File: config.mk
export PLATFORM = sky130hd
export DESIGN_NAME = tcp_reno_ack_congestion_control
export DESIGN_NICKNAME = d
export VERILOG_FILES = /design/src/hw/rtl/trcc_pkg.sv /design/src/hw/rtl/tcp_reno_ack_congestion_control.sv
export SDC_FILE = /design/constraint.sdc
export NUM_CORES = 1
export LEC_CHECK = 0
export BUFFER_PORTS_ARGS = -buffer_cell sky130_fd_sc_hd__buf_2
export CORE_MARGIN = 1.5
export CORE_UTILIZATION = 45
export DETAILED_ROUTE_END_ITERATION = 16
export MAX_ROUTING_LAYER = met4
export PLACE_DENSITY = 0.7
export SLEW_MARGIN = 20
export SYNTH_ARGS = -nofsm -noshare
export SYNTH_HDL_FRONTEND = slang
export SYNTH_SLANG_ARGS = --single-unit
File: constraint.sdc
create_clock -name aclk -period 14.89 [get_ports aclk]
set_input_delay 1.489 -clock aclk [delete_from_list [all_inputs] [get_ports aclk]]
set_output_delay 1.489 -clock aclk [all_outputs]
set_load 0.02 [all_outputs]
File: src/hw/rtl/trcc_pkg.sv
// Shared types, constants and helpers of the TCP Reno ACK congestion control block.
package trcc_pkg;

    localparam int WINDOW_BITS_DEFAULT = 16;

    localparam logic [15:0] DUP_THRESHOLD  = 16'd3;
    localparam logic [15:0] MAX16          = 16'hFFFF;

    localparam logic [15:0] MSS_RESET      = 16'd1460;
    localparam logic [15:0] CWND_RESET     = 16'd1;
    localparam logic [15:0] SSTHRESH_RESET = 16'd16;
    localparam logic [31:0] START_RESET    = 32'd0;

    localparam int CFG_INDEX_BITS = 8;
    localparam int CFG_DATA_BITS  = 32;
    localparam int IN_DATA_BITS   = 152;
    localparam int OUT_DATA_BITS  = 88;

    // Configuration register indexes
    typedef enum logic [CFG_INDEX_BITS-1:0] {
        CFG_MAX_SEGMENT_SIZE = 8'd0,
        CFG_INITIAL_CWND     = 8'd1,
        CFG_INITIAL_SSTHRESH = 8'd2,
        CFG_SEND_START_SEQ   = 8'd3
    } cfg_index_t;

    // Input beat, first field in the lowest bits
    typedef struct packed {
        logic [5:0]  pad;
        logic        listening;
        logic [31:0] send_next;
        logic [15:0] peer_window;
        logic [31:0] seg_seq_end;
        logic [31:0] seg_seq;
        logic [31:0] ack_num;
        logic        ack_flag;
    } in_item_t;

    // Result beat, first field in the lowest bits
    typedef struct packed {
        logic [2:0]  pad;
        logic        in_recovery;
        logic        send_ack;
        logic        stop_timer;
        logic        restart_timer;
        logic        retransmit;
        logic [15:0] send_window;
        logic [15:0] slow_start_limit;
        logic [15:0] cong_window;
        logic [31:0] unacked_seq;
    } out_item_t;

    // True when a comes before b in modulo 2^32 sequence space
    function automatic logic seq_before(input logic [31:0] a, input logic [31:0] b);
        logic [31:0] diff;
        diff = a - b;
        return diff[31];
    endfunction

    function automatic logic [15:0] inc_sat16(input logic [15:0] v);
        return (v == MAX16) ? v : v + 16'd1;
    endfunction

endpackage

File: src/hw/rtl/tcp_reno_ack_congestion_control.sv
// TCP Reno ACK-side congestion control: one ACK segment in, one window update out.
//
//  channel   ports                                   beat
//  -------   -------------------------------------   --------------------------------
//  input     s_tvalid s_tready s_tdata[151:0]        one received segment's ACK info
//  result    m_tvalid m_tready m_tdata[87:0]         window, threshold and timer flags
//  config    cfg_valid cfg_ready cfg_index cfg_data  register write, always ready
//
// One beat per cycle while the result is not stalled; a beat goes into the input register,
// then one pass of compare, multiply and select writes the result register on m_tdata.
// The multiply cwnd * max_segment_size sets the critical path.
// Synchronous active-low reset loads mss 1460, cwnd 1, ssthresh 16, unacked 0.
// A stalled result holds; the input register still takes one beat if empty, then holds too.
module tcp_reno_ack_congestion_control #(
    parameter int WINDOW_BITS = trcc_pkg::WINDOW_BITS_DEFAULT
) (
    input  logic                                aclk,
    input  logic                                aresetn,

    input  logic                                s_tvalid,
    output logic                                s_tready,
    // ack_flag, ack_num, seg_seq, seg_seq_end, peer_window, send_next, listening, zero pad
    input  logic [trcc_pkg::IN_DATA_BITS-1:0]   s_tdata,

    output logic                                m_tvalid,
    input  logic                                m_tready,
    // unacked_seq, cong_window, slow_start_limit, send_window, retransmit,
    // restart_timer, stop_timer, send_ack, in_recovery, zero pad
    output logic [trcc_pkg::OUT_DATA_BITS-1:0]  m_tdata,

    input  logic                                cfg_valid,
    output logic                                cfg_ready,
    input  logic [trcc_pkg::CFG_INDEX_BITS-1:0] cfg_index,
    input  logic [trcc_pkg::CFG_DATA_BITS-1:0]  cfg_data
);

    localparam logic [32:0] WMAX_WIDE = (33'd1 << WINDOW_BITS) - 33'd1;
    localparam logic [31:0] WMAX      = WMAX_WIDE[31:0];

    logic                in_valid_reg;
    trcc_pkg::in_item_t  in_item_reg;
    logic                out_valid_reg;
    trcc_pkg::out_item_t out_item_reg;
    trcc_pkg::out_item_t out_item_next;

    logic [15:0] mss_reg;
    logic [31:0] unacked_reg,  unacked_next;
    logic [15:0] cwnd_reg,     cwnd_next;
    logic [15:0] ssthresh_reg, ssthresh_next;
    logic [15:0] avoid_reg,    avoid_next;
    logic [15:0] dup_reg,      dup_next;
    logic [31:0] recovery_reg, recovery_next;

    logic        advance;
    logic        fire;
    logic        in_accept;
    logic        cfg_write;
    logic        retransmit;
    logic        restart_timer;
    logic        stop_timer;
    logic [15:0] avoid_inc;
    logic [15:0] half_cwnd;
    logic [15:0] new_ssthresh;
    logic [31:0] product;
    logic [31:0] product_sat;
    logic [31:0] peer_masked;
    logic [31:0] window_min;

    assign advance   = !out_valid_reg || m_tready;
    assign fire      = in_valid_reg && advance;
    assign s_tready  = !in_valid_reg || advance;
    assign in_accept = s_tvalid && s_tready;
    assign cfg_ready = 1'b1;
    assign cfg_write = cfg_valid && cfg_ready;

    assign m_tvalid  = out_valid_reg;
    assign m_tdata   = out_item_reg;

    // Congestion state update for the beat in the input register
    always_comb begin
        unacked_next  = unacked_reg;
        cwnd_next     = cwnd_reg;
        ssthresh_next = ssthresh_reg;
        avoid_next    = avoid_reg;
        dup_next      = dup_reg;
        recovery_next = recovery_reg;
        retransmit    = 1'b0;
        restart_timer = 1'b0;
        stop_timer    = 1'b0;
        avoid_inc     = trcc_pkg::inc_sat16(avoid_reg);
        half_cwnd     = {1'b0, cwnd_reg[15:1]};
        new_ssthresh  = (half_cwnd == 16'd0) ? 16'd1 : half_cwnd;
        if (in_item_reg.ack_flag) begin
            if (trcc_pkg::seq_before(unacked_reg, in_item_reg.ack_num)) begin
                unacked_next = in_item_reg.ack_num;
                if (dup_reg >= trcc_pkg::DUP_THRESHOLD) begin
                    // leave recovery once the recovery point is covered
                    if (!trcc_pkg::seq_before(in_item_reg.ack_num, recovery_reg)) begin
                        dup_next = 16'd0;
                    end
                end else if (cwnd_reg < ssthresh_reg) begin
                    cwnd_next = trcc_pkg::inc_sat16(cwnd_reg);
                end else if (avoid_inc >= cwnd_reg) begin
                    cwnd_next  = trcc_pkg::inc_sat16(cwnd_reg);
                    avoid_next = 16'd0;
                end else begin
                    avoid_next = avoid_inc;
                end
                if (in_item_reg.ack_num == in_item_reg.send_next) begin
                    stop_timer = 1'b1;
                end else begin
                    restart_timer = 1'b1;
                    retransmit    = (dup_next >= trcc_pkg::DUP_THRESHOLD);
                end
            end else begin
                dup_next = trcc_pkg::inc_sat16(dup_reg);
                // third duplicate: halve and enter fast recovery
                if (dup_reg == trcc_pkg::DUP_THRESHOLD - 16'd1) begin
                    ssthresh_next = new_ssthresh;
                    cwnd_next     = new_ssthresh;
                    recovery_next = in_item_reg.send_next;
                    retransmit    = 1'b1;
                end
            end
        end
    end

    // Send window: min(peer window, cwnd * mss), both clipped to the window width
    always_comb begin
        product     = 32'(cwnd_next) * 32'(mss_reg);
        product_sat = (product > WMAX) ? WMAX : product;
        peer_masked = {16'd0, in_item_reg.peer_window} & WMAX;
        window_min  = (product_sat < peer_masked) ? product_sat : peer_masked;
    end

    always_comb begin
        out_item_next                  = '0;
        out_item_next.unacked_seq      = unacked_next;
        out_item_next.cong_window      = cwnd_next;
        out_item_next.slow_start_limit = ssthresh_next;
        out_item_next.send_window      = window_min[15:0];
        out_item_next.retransmit       = retransmit;
        out_item_next.restart_timer    = restart_timer;
        out_item_next.stop_timer       = stop_timer;
        out_item_next.send_ack         = !in_item_reg.listening &&
            trcc_pkg::seq_before(in_item_reg.seg_seq, in_item_reg.seg_seq_end);
        out_item_next.in_recovery      = (dup_next >= trcc_pkg::DUP_THRESHOLD);
    end

    always_ff @(posedge aclk) begin
        if (!aresetn) begin
            in_valid_reg  <= 1'b0;
            out_valid_reg <= 1'b0;
        end else begin
            if (in_accept) begin
                in_valid_reg <= 1'b1;
            end else if (fire) begin
                in_valid_reg <= 1'b0;
            end
            if (fire) begin
                out_valid_reg <= 1'b1;
            end else if (m_tready) begin
                out_valid_reg <= 1'b0;
            end
        end
    end

    // Payload registers: input loads on accept, result loads on fire, both hold otherwise
    always_ff @(posedge aclk) begin
        if (in_accept) begin
            in_item_reg <= trcc_pkg::in_item_t'(s_tdata);
        end
        if (fire) begin
            out_item_reg <= out_item_next;
        end
    end

    // Congestion state and configuration
    always_ff @(posedge aclk) begin
        if (!aresetn) begin
            mss_reg      <= trcc_pkg::MSS_RESET;
            unacked_reg  <= trcc_pkg::START_RESET;
            cwnd_reg     <= trcc_pkg::CWND_RESET;
            ssthresh_reg <= trcc_pkg::SSTHRESH_RESET;
            avoid_reg    <= 16'd0;
            dup_reg      <= 16'd0;
            recovery_reg <= 32'd0;
        end else if (cfg_write) begin
            case (cfg_index)
                trcc_pkg::CFG_MAX_SEGMENT_SIZE: mss_reg      <= cfg_data[15:0];
                trcc_pkg::CFG_INITIAL_CWND:     cwnd_reg     <= cfg_data[15:0];
                trcc_pkg::CFG_INITIAL_SSTHRESH: ssthresh_reg <= cfg_data[15:0];
                trcc_pkg::CFG_SEND_START_SEQ:   unacked_reg  <= cfg_data;
                default: begin
                    // drop writes beyond the register list
                end
            endcase
        end else if (fire) begin
            unacked_reg  <= unacked_next;
            cwnd_reg     <= cwnd_next;
            ssthresh_reg <= ssthresh_next;
            avoid_reg    <= avoid_next;
            dup_reg      <= dup_next;
            recovery_reg <= recovery_next;
        end
    end

endmodule

# [Word-level counts from Yosys, hierarchy flattened]
# Cells that the tools add are included.
[word_totals] wordCells=117 register_bits=377 inputBits=197
[classes] multipliers=1 eq_ne=11 reduce_logical=21 n_lt_le_gt_ge=7 n_bitwise=4 n_mux=42 add_sub_neg=6
[op_table] cell="2-to-1 mux 16 bit" n=26
[op_table] cell="2-to-1 mux 32 bit" n=6
[op_table] cell="subtractor 32 bit" n=3
[op_table] cell="adder 16 x 1 -> 16 bit (second input constant)" n=3
[op_table] cell="== test 16 bit (second input constant)" n=3
[op_table] cell=">= comparator 16 x 2 -> 1 bit (second input constant)" n=3
[op_table] cell="== test 32 bit" n=1
[op_table] cell="greater-than comparator 32 x 16 -> 1 bit (second input constant)" n=1
[op_table] cell="less-than comparator 32 x 16 -> 1 bit" n=1
[op_table] cell="multiplier 16 x 16 -> 32 bit" n=1
[op_table] cell="== test 16 x 2 -> 1 bit (second input constant)" n=1
[op_table] cell="== test 8 x 2 -> 1 bit (second input constant)" n=2
[op_table] cell=">= comparator 16 bit" n=1
[op_table] cell="less-than comparator 16 bit" n=1
[op_table] cell="zero test 15 bit" n=1
[op_table] cell="2-to-1 mux 15 bit" n=1
[op_table] cell="AND reduction 2 bit" n=6
[op_table] cell="2-to-1 mux 1 bit" n=9
[op_table] cell="== test 8 x 1 -> 1 bit (second input constant)" n=1
[op_table] cell="zero test 8 bit" n=1
[op_table] cell="!= test 2 x 1 -> 1 bit (second input constant)" n=3
[op_table] cell="AND reduction 6 bit" n=1
[op_table] cell="nonzero test 2 bit" n=3
[op_table] cell="AND reduction 5 bit" n=1
[op_table] cell="other kinds (4)" n=12

# [Longest topological paths before layout]
# Gate-level depths: netlist of run 1.
[logic_depth] ltp_word=13 mapped_depth=62 depth_no_buf=55

# [Least setup slack after synthesis of run 1]
# No wires, ideal clock.
[synth_timing] kind="reg-to-reg" startpoint="reg avoid_reg[0]" endpoint="reg out_item_reg, in the netlist m_tdata[70], data pin" path_buffers=6 period_less_slack_ps=13414 path_slack_ps=1476 t_arrival_ps=13154 stages_incl_launch_ff=53 setup_time_ps=260 cell_sequence="dfxtp_1 > ha_1 > nand2_1 > nor4_1 > and3_1 > clkbuf_1 > and3_1 > clkbuf_1 > or4b_2 > xnor2_1 > ha_1 > and4_1 > a221o_1 > a21oi_1 > a21oi_1 > and4_1 > and3_1 > a211oi_1 > (+17 left out) > a22o_1 > or4_4 > nor4_1 > buf_2 > nand2_1 > ha_1 > a21o_1 > a21oi_1 > nor2b_1 > o21ai_0 > nand2b_1 > a21oi_1 > nor2b_1 > o21ai_0 > nand4b_1 > o31ai_4 > buf_12 > mux2_4"
[synth_lines] element="start, declared" line_no="tcp_reno_ack_congestion_control.sv:50" rtl="logic [15:0] avoid_reg, avoid_next;"
[synth_lines] element="start signal, assigned" line_no="tcp_reno_ack_congestion_control.sv:202" rtl="avoid_reg <= avoid_next;"
[synth_lines] element="end signal, assigned" line_no="tcp_reno_ack_congestion_control.sv:174" rtl="out_item_reg <= out_item_next;"
[synth_lines] element="end, declared" line_no="tcp_reno_ack_congestion_control.sv:43" rtl="trcc_pkg::out_item_t out_item_reg;"

==> impl_metrics.py, run 1 <==
metrics = {
    "outcome": {
        "outcome": "complete, no violations",
    },
    "min_path": {
        "hold_path.startpoint": "ssthresh_reg[3]",
        "hold_path_class": "reg2reg",
    },
    "route": {
        "drtAntennaViolNets": 0,
        "drt_first_iter_violations": 1894,
        "vias": 21700,
        "wl_per_cell_um": 18.9,
        "totalWireLength_um": 74900,
        "routed_via_density": 5.47,
        "drcViolationCount": 0,
        "dr.pass1.iters": 5,
    },
    "final_layout": {
        "final_nets": 3770,
        "largest_register_ffs": 146,
        "multi_input_area_um2": 15900,
        "area_delta_synth_final_pct": 13.7,
        "finalCoreUtilization_pct": 51.9,
        "fill_cells": 5426,
        "drive_above_1_share_pct": 14.0,
        "ff_latch_area_um2": 9860,
    },
    "synth": {
        "yosysWarnings": 0,
        "yosys_most_used_dff": "edfxtp_1",
        "synthArstFlopShare_pct": 0,
        "synthCells": 2903,
        "syn_area_um2": 27600,
        "ys_types": 80,
        "synth_edf_count": 231,
        "ys_ff_latch": 377,
        "avgSynthCellArea_um2": 9.51,
        "ys_seq_area_share_pct": 35.7,
    },
    "sta": {
        "worst_pin_slew_ns": 0.966,
        "slew_headroom_pct": 35.2,
        "maxSlewViolCount": 0,
        "fin_worst_skew_ns": 0.0472,
        "layout_worst_path_cycle_share_pct": 92.3,
        "fin_ws_ns": 1.15,
        "fin_tns_setup_ns": 0,
        "hold_violations": 0,
        "rsz0062_at_grt": "false",
        "setup_viol": 0,
        "min_period_ns": 13.74,
        "max_freq_mhz": 72.8,
    },
    "grt": {
        "grt_pass1_wl_um": 117000,
        "grt_overflow_total": 0,
        "grt_max_degree": 83,
        "antenna_found_initial": 17,
        "grt_pass1_vias": 21000,
        "grtUsageTotal_pct": 24.6,
    },
    "setup_path": {
        "arrival_ns": 14.09,
        "critPathKind": "reg2reg",
        "r2r-start": "avoid_reg[0]",
        "cp-end-kind": "flip-flop",
        "cp_common_cell": "fa_1",
        "worstSetupStartpoint": "avoid_reg[0]",
        "required_ns": 15.24,
        "slowest_stage": "fa_1",
        "path_max_fanout": 18,
        "slowest_delay_ns": 0.56,
        "start_kind": "flip-flop",
    },
    "job": {
        "drv_cap": 0,
    },
    "clock_network": {
        "holdBufCountCts": 0,
        "htree_levels": 2,
        "postCtsResizedCells": 0,
        "cts.clk_slew.worst_paths_ns": 0.07,
        "clock_sink_count": 377,
        "clk-insertion-delay-late_ns": 0.61,
        "numCtsBuffers": 43,
        "cts_setup_buffers": 0,
        "cts_buffer_depth": 3,
        "clockRootBuffer": "clkbuf_16",
        "cts_tree": "yes",
    },
    "floorplan": {
        "start_util_pct": 45.6,
        "core_um2": 60500,
        "dieArea_um2": 62800,
        "fp.dieH_um": 251,
        "num_rows": 90,
        "ios": 288,
        "die_w_um": 251,
    },
    "place": {
        "port_buffers": 277,
        "gp_congestion": 0.948,
        "dp_hpwl_um": 55300,
        "pre_cts_slack_ns": 0.874,
    },
    "pwr": {
        "clock_power_share_pct": 33.9,
        "power.switching_w": 0.00117,
        "ir_drop_uv": 114,
        "p_leak_nw": 13.7,
        "combPwrFrac_pct": 31.2,
        "p_per_area_nw_per_um2": 109,
        "seqPwrFrac_pct": 34.9,
        "swShare_pct": 34.4,
        "internal_power_w": 0.00224,
    },
}
## metrics by stage
step	total power (W)	instance area, µm²	std cells	hold WS, ns
floorplan	0.00199	27600	2905	0.432
global placement	0.00227	29800	3872	0.439
detailed placement	0.00228	29800	3872	0.444
CTS	0.00345	31300	3952	0.452
global route	0.00362	31400	3965	0.469
finish	0.00342	31400	3966	0.452
## layout by cell type (no fill, tap or decap), types with 7 or more instances in the layout
master,n
a211oi_1,15
a21o_1,50
a21oi_1,213
a41oi_1,7
and2_1,122
and3_1,15
buf_2,276
buf_4,38
clkbuf_16,44
clkinv_2,9
dfxtp_1,146
diode_2,14
edfxtp_1,231
fa_1,194
ha_1,244
inv_1,374
mux2_2,11
mux2_4,10
mux2i_1,10
nand2_1,429
nand2b_1,48
nand3_1,59
nand4_1,38
nor2_1,87
nor2b_1,23
nor3_1,19
nor4_1,21
o211ai_1,53
o21a_1,8
o21ai_0,128
o21bai_1,9
or2_2,7
or3_1,12
xnor2_1,24
xor2_1,46
## critical path, delay by kind of cell (launching register included)
| family | cells | cell delay (ns) |
|---|---|---|
| fa+ha+maj | 10 | 4.29 |
| mux | 2 | 0.68 |
| simple gates | 16 | 3.34 |
| flops | 1 | 0.40 |
| xor+xnor | 1 | 0.26 |
| buf+inv | 7 | 0.94 |
| compound gates | 15 | 3.60 |
## routing by layer
metal,wire [µm],GRT usage [%]
met1,31500,32.0
met2,35000,38.7
met3,5740,4.12
met4,2650,8.76
met5,0,-
## cells by family after synthesis
| kind of cell | share of synthesized area [%] |
|---|---|
| compound gates | 12.7 |
| xor+xnor | 2.22 |
| fa+ha+maj | 25.1 |
| buf+inv | 6.99 |
| flops | 35.7 |
| mux | 1.36 |
| other cells | 0.0272 |
| simple gates | 15.8 |
## area by class of cell
cell class / instances / area share (%)
clock inverter: 30 / 1.24
timing repair buffer: 314 / 5.31
sequential: 377 / 31.4
multi-input combinational: 2023 / 50.6
inverter: 376 / 4.51
antenna: 14 / 0.112
clock buffer: 50 / 3.68
tap: 782 / 3.12
## power by group through the flow
stage / logic (W) / clock network (W) / registers, W
after global routing: 0.00121 / 0.00122 / 0.00120
final: 0.00107 / 0.00116 / 0.00119
after CTS: 0.00107 / 0.00118 / 0.00119
after global placement: 0.00106 / 0 / 0.00121
after floorplan: 0.000765 / 0 / 0.00122
after detailed placement: 0.00107 / 0 / 0.00121
## synth_stat cells, types with 50 or more instances
cell type | n | area, µm²
a21o_1 | 50 | 375
clkbuf_1 | 112 | 420
dfxtp_1 | 146 | 2920
o211ai_1 | 53 | 398
fa_1 | 194 | 3880
inv_1 | 374 | 1400
nor2_1 | 89 | 334
o21ai_0 | 129 | 646
a21oi_1 | 214 | 1070
ha_1 | 244 | 3050
and2_1 | 123 | 769
nand3_1 | 59 | 295
edfxtp_1 | 231 | 6940
nand2_1 | 431 | 1620
## final timing paths
| kind | end | slack, ns | cells after the start |
|---|---|---|---|
| max | m_tdata[79] | 1.15 | 51 |
| min | ssthresh_reg[3] | 0.45 | 2 |
| max reg2reg | m_tdata[79] | 1.15 | 51 |
| min reg2reg | ssthresh_reg[3] | 0.45 | 2 |
No activity file was read; power rests on OpenSTA's default activity.
==> run 2: changes to the inputs <==
Settings changed: CORE_UTILIZATION 45 to 60, PLACE_DENSITY 0.7 to 0.87, TNS_END_PERCENT set to 50.
==> run 2 against run 1 <==
  * Critical path type unchanged
  * Sequential power hardly changed
  * Worst hold slack improved by 0.0021 ns
  * Largest cell class unchanged
  * Utilization up 16 points
  * Routed wire length grew 2.7%
  * First-iteration DRC count grew 13%
  * Clock power decreased by 9%
  * Power shrank 2.0%
  * Critical endpoint is now m_tdata[69]
  * Clock skew down 0.0011 ns
  * Register-to-register slack worse by 0.32 ns
  * Global-route usage rose by 9.0 points
  * Via count is 4.6% higher
  * Die area down 25%
==> impl_metrics.py, run 2 (synthesis gave the netlist of run 1 again) <==
metrics = {
    "outcome": {
        "outcome": "complete, no violations",
    },
    "final_layout": {
        "layout_commonest_cell": "nand2_1",
        "largest_register_ffs": 146,
        "final_cell_mix": "nand2_1, inv_1, buf_2",
        "drive_above_1_share_pct": 13.7,
        "area_delta_synth_final_pct": 12.2,
        "final_nets": 3764,
    },
    "setup_path": {
        "slowest_stage": "or4b_2",
        "critPathKind": "reg2reg",
        "worst_r2r_endpoint": "m_tdata[69]",
        "setup.worst_path.end": "m_tdata[69]",
        "required_ns": 15.23,
        "arrival_ns": 14.41,
        "path_max_fanout": 17,
        "cp_common_cell": "fa_1",
        "r2r-start": "avoid_reg[0]",
        "regToRegSetupSlack_ns": 0.82,
        "worstSetupStartpoint": "avoid_reg[0]",
        "slowest_delay_ns": 0.67,
        "cp-end-kind": "flip-flop",
        "start_kind": "flip-flop",
        "worstRegToRegCells": 50,
    },
    "clock_network": {
        "cts_buffer_depth": 3,
        "clockRootBuffer": "clkbuf_16",
        "cts_tree": "yes",
        "numCtsBuffers": 42,
        "cts_setup_buffers": 0,
        "cts.clk_slew.worst_paths_ns": 0.06,
        "clock_sink_count": 377,
        "holdBufCountCts": 0,
        "htree_levels": 2,
        "clk-insertion-delay-late_ns": 0.60,
    },
    "job": {
        "drv_cap": 0,
    },
    "route": {
        "dr.pass1.iters": 6,
        "drcViolationCount": 0,
        "totalWireLength_um": 76900,
        "drtAntennaViolNets": 0,
        "wl_per_cell_um": 20.4,
        "vias": 22700,
        "routed_via_density": 6.01,
        "drt_first_iter_violations": 2134,
    },
    "floorplan": {
        "fp.dieH_um": 217,
        "dieArea_um2": 47300,
        "ios": 288,
        "start_util_pct": 60.8,
        "num_rows": 78,
        "die_w_um": 217,
        "core_um2": 45400,
    },
    "grt": {
        "grtUsageTotal_pct": 33.6,
        "antenna_found_initial": 15,
        "grt_pass1_wl_um": 121000,
        "grt_overflow_total": 0,
        "grt_max_degree": 76,
        "grt_pass1_vias": 23100,
    },
    "sta": {
        "layout_worst_path_cycle_share_pct": 94.5,
        "maxSlewViolCount": 0,
        "fin_worst_skew_ns": 0.0461,
        "min_period_ns": 14.07,
        "holdWs_ns": 0.455,
        "slew_headroom_pct": 37.3,
        "worst_pin_slew_ns": 0.940,
        "fin_tns_setup_ns": 0,
        "max_freq_mhz": 71.1,
        "rsz0062_at_grt": "false",
        "hold_violations": 0,
        "setup_viol": 0,
    },
    "place": {
        "dp_hpwl_um": 57000,
        "port_buffers": 277,
        "gp_congestion": 0.993,
    },
    "pwr": {
        "power_w": 0.00335,
        "clock_power_share_pct": 31.6,
        "combPwrFrac_pct": 32.7,
        "internal_power_w": 0.00218,
        "seqPwrFrac_pct": 35.7,
        "swShare_pct": 35.0,
        "p_leak_nw": 13.7,
        "power.switching_w": 0.00117,
        "p_per_area_nw_per_um2": 108,
        "ir_drop_uv": 127,
    },
    "min_path": {
        "hold_path_class": "reg2reg",
    },
}
-- run 2: cell count changes in the layout (fill, tap and decap cells not counted), sizes merged --
cell      change
bufinv        -4
clkinv        -3
inv           -3
clkbuf       +10
buf           -5
clkinvlp      -2
-- run 2: repair_timing --
action | CTS | global route
resized for setup | 0 | 5
hold endpoints to repair | 0 | 0
setup endpoints to repair | 0 | 16
-- run 2: per-layer routing --
metal | track usage, % | wire, µm | vias up
li1 | - | - | 10300
met5 | - | 0 | -
met3 | 8.83 | 7880 | 282
met4 | 15.4 | 3810 | 0
met2 | 54.4 | 36600 | 1214
met1 | 39.1 | 28600 | 10900
-- run 2: metrics by stage --
stage	area [µm²]	instances	utilization [%]	setup WS (ns)
3_5_place_dp	29500	3685	65.1	0.753
3_3_place_gp	29500	3685	65.1	0.973
2_1_floorplan	27600	2905	-	1.48
6_report	31000	3777	68.3	0.824
5_1_grt	31000	3775	68.3	0.0264
4_1_cts	30900	3763	68.1	0.707
-- run 2: critical path, delay by kind of cell, from the launching register on --
family / cells / cell delay, ns
AO/OA/AOI/OAI: 16 / 3.98
AND/OR/NAND/NOR: 15 / 3.13
adder cells (fa/ha/maj): 10 / 4.44
multiplexers: 1 / 0.38
XOR/XNOR: 2 / 0.43
flip-flops: 1 / 0.35
buffers and inverters: 6 / 1.08
-- run 2: worst min path at each step --
stage / startpoint / endpoint / slack (ns) / cells past startpoint
floorplan: ssthresh_reg[10] / ssthresh_reg[10] / 0.43 / 2
global placement: ssthresh_reg[7] / ssthresh_reg[7] / 0.44 / 2
detailed placement: ssthresh_reg[1] / ssthresh_reg[1] / 0.44 / 2
CTS: ssthresh_reg[14] / ssthresh_reg[14] / 0.45 / 2
global route: ssthresh_reg[13] / ssthresh_reg[13] / 0.47 / 2
finish: recovery_reg[28] / recovery_reg[28] / 0.45 / 2
-- run 2: final cells by class --
type	instances	area (µm²)
multi-input cells	2023	15900
well taps	600	751
flip-flops and latches	377	9860
fillers	3334	14400
clock buffers	60	1190
inverters	376	1410
repair buffers	309	1630
diodes	14	35.0
clock inverters	18	201
-- run 2: power by group through the flow --
stage,registers [W],logic [W],clock network (W)
2_1_floorplan,0.00122,0.000765,0
4_1_cts,0.00119,0.00108,0.00107
3_5_place_dp,0.00122,0.00107,0
3_3_place_gp,0.00121,0.00103,0
5_1_grt,0.00120,0.00122,0.00111
6_report,0.00120,0.00109,0.00106
